**config.mk**
```make
export PLATFORM = sky130hd
export DESIGN_NAME = amt3x3_out_fifo
export DESIGN_NICKNAME = d
export VERILOG_FILES = /design/src/amt3x3_pkg.sv /design/src/amt3x3_out_fifo.sv
export VERILOG_INCLUDE_DIRS = /design/src /design/src/src
export SDC_FILE = /design/constraint.sdc
export NUM_CORES = 1
export LEC_CHECK = 0
export ABC_AREA = 0
export BUFFER_PORTS_ARGS = -buffer_cell sky130_fd_sc_hd__buf_2
export CAP_MARGIN = 20
export CORE_MARGIN = 2
export CORE_UTILIZATION = 50
export DETAILED_ROUTE_END_ITERATION = 8
export GPL_TIMING_DRIVEN = 1
export MAX_ROUTING_LAYER = met4
export PLACE_DENSITY = 0.71
export SLEW_MARGIN = 20
export SYNTH_ARGS = -nofsm -noshare
export SYNTH_HDL_FRONTEND = slang
export SYNTH_SLANG_ARGS = --single-unit
```
**constraint.sdc**
```tcl
create_clock -name i_clk -period 2.3 [get_ports i_clk]
set_input_delay 0.23 -clock i_clk [delete_from_list [all_inputs] [get_ports i_clk]]
set_output_delay 0.23 -clock i_clk [all_outputs]
set_load 0.005 [all_outputs]
```
**src/adaptive_mean_threshold_3x3_unit_assert.svh**
```systemverilog
// Assertion macros shared by the threshold unit and its output queue.
// The same-cycle form checks a consequence at the edge of the cause.
// The next-cycle form checks it at the following clock edge.
`ifndef ADAPTIVE_MEAN_THRESHOLD_3X3_UNIT_ASSERT_SVH
`define ADAPTIVE_MEAN_THRESHOLD_3X3_UNIT_ASSERT_SVH

`ifndef ASSERT_OFF

`define AMT_ASSERT_IMP(lbl, clk, rst_n, ante, cons) \
    lbl: assert property (@(posedge clk) disable iff (!(rst_n)) (ante) |-> (cons)) \
        else $error("same-cycle check failed");

`define AMT_ASSERT_NXT(lbl, clk, rst_n, ante, cons) \
    lbl: assert property (@(posedge clk) disable iff (!(rst_n)) (ante) |=> (cons)) \
        else $error("next-cycle check failed");

`else

`define AMT_ASSERT_IMP(lbl, clk, rst_n, ante, cons)

`define AMT_ASSERT_NXT(lbl, clk, rst_n, ante, cons)

`endif

`endif

```
**src/amt3x3_pkg.sv**
```systemverilog
package amt3x3_pkg;

    // Pixel and register field widths
    localparam int PIX_BITS      = 8;
    localparam int CFG_W_BITS    = 11;
    localparam int CFG_H_BITS    = 13;
    localparam int CFG_OFS_BITS  = 8;
    localparam int CFG_DATA_BITS = 13;
    localparam int CFG_IDX_BITS  = 2;

    // Register indexes
    localparam logic [CFG_IDX_BITS-1:0] CFG_IDX_FRAME_WIDTH  = 2'd0;
    localparam logic [CFG_IDX_BITS-1:0] CFG_IDX_FRAME_HEIGHT = 2'd1;
    localparam logic [CFG_IDX_BITS-1:0] CFG_IDX_MEAN_OFFSET  = 2'd2;

    // Register reset values
    localparam logic [CFG_W_BITS-1:0]   FRAME_WIDTH_RST  = 11'd640;
    localparam logic [CFG_H_BITS-1:0]   FRAME_HEIGHT_RST = 13'd480;
    localparam logic [CFG_OFS_BITS-1:0] MEAN_OFFSET_RST  = 8'd3;

    // Default frame limits
    localparam int MAX_WIDTH_DEF  = 1024;
    localparam int MAX_HEIGHT_DEF = 4096;

    // Output queue depth
    localparam int OUT_FIFO_DEPTH = 8;

    // Neighbour sum and reciprocal divide: floor(x/3) = (x*43691)>>17,
    // floor(x/5) = (x*52429)>>18, exact for any 11-bit sum
    localparam int SUM_BITS   = 11;
    localparam int RECIP_BITS = 16;
    localparam logic [RECIP_BITS-1:0] RECIP_3 = 16'd43691;
    localparam logic [RECIP_BITS-1:0] RECIP_5 = 16'd52429;
    localparam int SHIFT_3 = 17;
    localparam int SHIFT_5 = 18;
    localparam int SHIFT_8 = 3;

    // Neighbour count: corner, edge, interior
    typedef enum logic [1:0] {
        DIV_3,
        DIV_5,
        DIV_8
    } t_div;

    // One line store entry: row above and current row at a column
    typedef struct packed {
        logic [PIX_BITS-1:0] upper;
        logic [PIX_BITS-1:0] middle;
    } t_line_pair;

    // One result word
    typedef struct packed {
        logic foreground;
        logic frame_end;
    } t_result;

endpackage

```
**src/amt3x3_out_fifo.sv**
```systemverilog
`include "adaptive_mean_threshold_3x3_unit_assert.svh"

module amt3x3_out_fifo #(
    parameter int DEPTH      = amt3x3_pkg::OUT_FIFO_DEPTH,
    parameter int LEVEL_BITS = $clog2(DEPTH + 1)
) (
    input  logic                  i_clk,
    input  logic                  i_rst_n,
    input  logic                  i_push,
    input  amt3x3_pkg::t_result   i_push_data,
    output logic                  o_valid,
    input  logic                  i_ready,
    output amt3x3_pkg::t_result   o_data,
    output logic [LEVEL_BITS-1:0] o_level
);
    import amt3x3_pkg::*;

    localparam int PTR_BITS = (DEPTH > 1) ? $clog2(DEPTH) : 1;

    t_result               r_buf [DEPTH];
    logic [PTR_BITS-1:0]   r_wr_ptr;
    logic [PTR_BITS-1:0]   r_rd_ptr;
    logic [LEVEL_BITS-1:0] r_count;
    logic [PTR_BITS-1:0]   n_wr_ptr;
    logic [PTR_BITS-1:0]   n_rd_ptr;
    logic [LEVEL_BITS-1:0] n_count;
    logic                  w_pop;

    assign w_pop   = o_valid && i_ready;
    assign o_valid = (r_count != '0);
    assign o_data  = r_buf[r_rd_ptr];
    assign o_level = r_count;

    // Advance pointers with wrap, track fill level
    always_comb begin
        n_wr_ptr = r_wr_ptr;
        n_rd_ptr = r_rd_ptr;
        n_count  = r_count;
        if (i_push) begin
            n_wr_ptr = (r_wr_ptr == PTR_BITS'(DEPTH - 1)) ? '0 : r_wr_ptr + PTR_BITS'(1);
        end
        if (w_pop) begin
            n_rd_ptr = (r_rd_ptr == PTR_BITS'(DEPTH - 1)) ? '0 : r_rd_ptr + PTR_BITS'(1);
        end
        if (i_push && !w_pop) begin
            n_count = r_count + LEVEL_BITS'(1);
        end else if (!i_push && w_pop) begin
            n_count = r_count - LEVEL_BITS'(1);
        end
    end

    always_ff @(posedge i_clk) begin
        if (!i_rst_n) begin
            r_wr_ptr <= '0;
            r_rd_ptr <= '0;
            r_count  <= '0;
        end else begin
            r_wr_ptr <= n_wr_ptr;
            r_rd_ptr <= n_rd_ptr;
            r_count  <= n_count;
        end
    end

    // Store the incoming word
    always_ff @(posedge i_clk) begin
        if (i_push) begin
            r_buf[r_wr_ptr] <= i_push_data;
        end
    end

    `AMT_ASSERT_IMP(a_no_overflow, i_clk, i_rst_n, i_push && !w_pop, r_count < LEVEL_BITS'(DEPTH))
    `AMT_ASSERT_IMP(a_level_bound, i_clk, i_rst_n, 1'b1, r_count <= LEVEL_BITS'(DEPTH))
    `AMT_ASSERT_NXT(a_push_shows, i_clk, i_rst_n, i_push && (r_count == '0), o_valid)

endmodule

```
==> metrics.yaml <==
outcome: "finished, final reports clean"
synth_top_area_share_pct: 37.5
route.detailed.drc: 0
postCtsHoldBufs: 0
critPathTopFamily: "simple AND/OR/NAND/NOR gates"
antenna_found_initial: 0
path_buf_inv: 1
maxSlewHeadroom_pct: 72.8
synthCells: 95
grt_pass1_vias: 736
via_per_inst: 5.28
finalCritPeriodShare_pct: 96.1
fillers: 202
avgSynthCellArea_um2: 13.5
initial_utilization_pct: 52.1
synth_fp_nets: 109
dieArea_mm2: 0.00298
ys_ff_latch: 29
cts_tree: "yes"
end_kind: "flop"
wl_per_cell_um: 14.1
gp_congestion: 0.816
synth-async-reset-ratio_pct: 0
final_util_pct: 59.2
cts_buffers: 5
p_leak_nw: 0.562
grt_max_degree: 12
vias: 765
nets: 128
crit_chain: "or4_4 > nand2_4 > ha_1 > inv_2 > ha_1 > a21oi_2 > a211oi_1 > a31oi_1 > mux2i_1"
clock_path_buffers: 2
cts_max_level: 2
fmax_ghz: 0.452
clock_sinks: 29
skew_ns: 0.00821
worst_ep_arrival_time_ns: 2.46
critPathRequiredTime_ns: 2.55
num_rows: 18
slew_viol_final: 0
die_h_um: 54.6
ys_top_cells_by_count: "16 x edfxtp_1, 13 x dfxtp_1, 9 x nand2_1, 8 x nor2_1, 7 x ha_1"
dr.max_layer_used: "met4"
critPathKind: "reg2reg"
wl_mm: 2.04
synth_area_mm2: 0.00128
grt_first_pass_wirelength_mm: 3.26
yosysUniqueCellTypes: 29
cp_common_cell: "ha_1"
tightest_slew_ns: 0.405
peakVddDrop_v: 0.000671
cellPowerDensity_mw_per_mm2: 1000
antenna_cells: 0
fin_crit_ns: 2.21
yosys.area.top_type: "edfxtp_1"
ioPinCount: 13
grt_util_all_layers_pct: 17.0
dp_hpwl_mm: 1.55
dr_wl_met3_um: 55
ys_seq_area_share_pct: 57.9
post-cts-setup-buffer-count: 0
hp-class: "in2reg"
synth_area_leaders: "edfxtp_1 38%, dfxtp_1 20%, ha_1 6.8%, mux4_1 4.1%, mux4_2 3.5%"
portBuffers: 12
yosys_most_used_dff: "edfxtp_1"
yosysMostFrequentCell: "edfxtp_1"
core_area_mm2: 0.00245
wl_met2_mm: 1.09
startpoint_type: "flop"
setup_viol: 0
syn2layout_area_growth_pct: 13.6
cts_root_buffer: "clkbuf_4"
antenna_left: 0
die_x_um: 54.6
drive_gt1_share_pct: 29.6
insertion_delay_ns: 0.31
first_pass_iters: 4
grt_setup_unrepaired: "no"
path_max_fanout: 5
clk_pin_slew_ns: 0.09
overflow: 0
first_iter_violations: 15
ys_warn_count: 0
synth-edff-count: 16
slowest_delay_ns: 0.57
drt-met1-wl_um: 866
cpMaxStageDelayCell: "or4_4"
fin_hold_ws_ns: 0.198
drv_cap: 0
hold_viol_final: 0
cell families after synthesis:
logic type | after synthesis | share of synthesized area, %
compound gates | 8 | 4.69
buf+inv | 4 | 1.17
fa+ha+maj | 8 | 8.41
mux | 10 | 12.5
simple gates | 34 | 14.0
xor+xnor | 2 | 1.37
flops | 29 | 57.9
repair_timing:
action / 4_1_cts / 5_1_grt
resized for setup: 2 / 2
hold endpoints to repair: 0 / 0
setup endpoints to repair: 1 / 2
metal layers:
layer,vias to the layer above,GRT usage [%]
met5,-,-
met4,0,8.75
met3,4,4.92
met2,8,26.6
met1,366,19.9
li1,387,-
power breakdown:
group	switching (W)	internal, W	leakage, nW
Sequential	0.0000592	0.000609	0.252
Combinational	0.000233	0.000284	0.277
Clock	0.000156	0.000116	0.0320
metrics by stage:
step           std cells  total power, W  instance area [um^2]  setup slack [ns]  setup TNS (ns)
2_1_floorplan         95         0.00101                  1280            0.0919               0
3_3_place_gp         137         0.00115                  1390            0.0493               0
3_5_place_dp         137         0.00117                  1390           -0.0249         -0.0249
4_1_cts              145         0.00147                  1450            0.0358               0
5_1_grt              145         0.00157                  1450           0.00254               0
6_report             145         0.00146                  1450            0.0887               0
final timing paths:
check	startpoint	endpoint	slack, ns	cells past startpoint
hold reg to reg	r_rd_ptr[1]$_SDFFE_PN0P_	flop	0.50	2
setup / recovery	o_level[2]$_SDFFE_PN0P_	o_level[3]$_SDFFE_PN0P_	0.09	9
hold / removal	i_push_data[0]	r_buf[7][0]$_DFFE_PP_	0.20	1
setup reg to reg	o_level[2]$_SDFFE_PN0P_	o_level[3]$_SDFFE_PN0P_	0.09	9
cell usage in the layout (no fill, tap or decap), types with 2 or more instances in the layout:
cell type	synthesis	final
clkbuf_4	0	5
and2_1	3	3
buf_4	0	2
mux2_2	2	2
nor3_1	2	2
mux2i_1	4	4
ha_1	7	6
mux4_2	2	2
nand2_1	9	9
nor2b_1	3	3
xnor2_1	2	2
nand2b_1	3	3
clkinv_2	0	2
dfxtp_1	13	12
a21boi_2	2	2
edfxtp_1	16	16
nand3_1	2	2
mux4_1	2	2
nor2_1	8	8
buf_2	0	12
cell type report:
class / instances / area [um^2] / area share [%]
Clock inverter: 2 / 10.0 / 0.688
Sequential cell: 29 / 742 / 51.0
Clock buffer: 6 / 41.3 / 2.84
Inverter: 2 / 7.51 / 0.516
Multi-Input combinational cell: 62 / 541 / 37.2
Timing Repair Buffer: 14 / 75.1 / 5.16
Tap cell: 30 / 37.5 / 2.58
(Power assumes the default switching activity.)
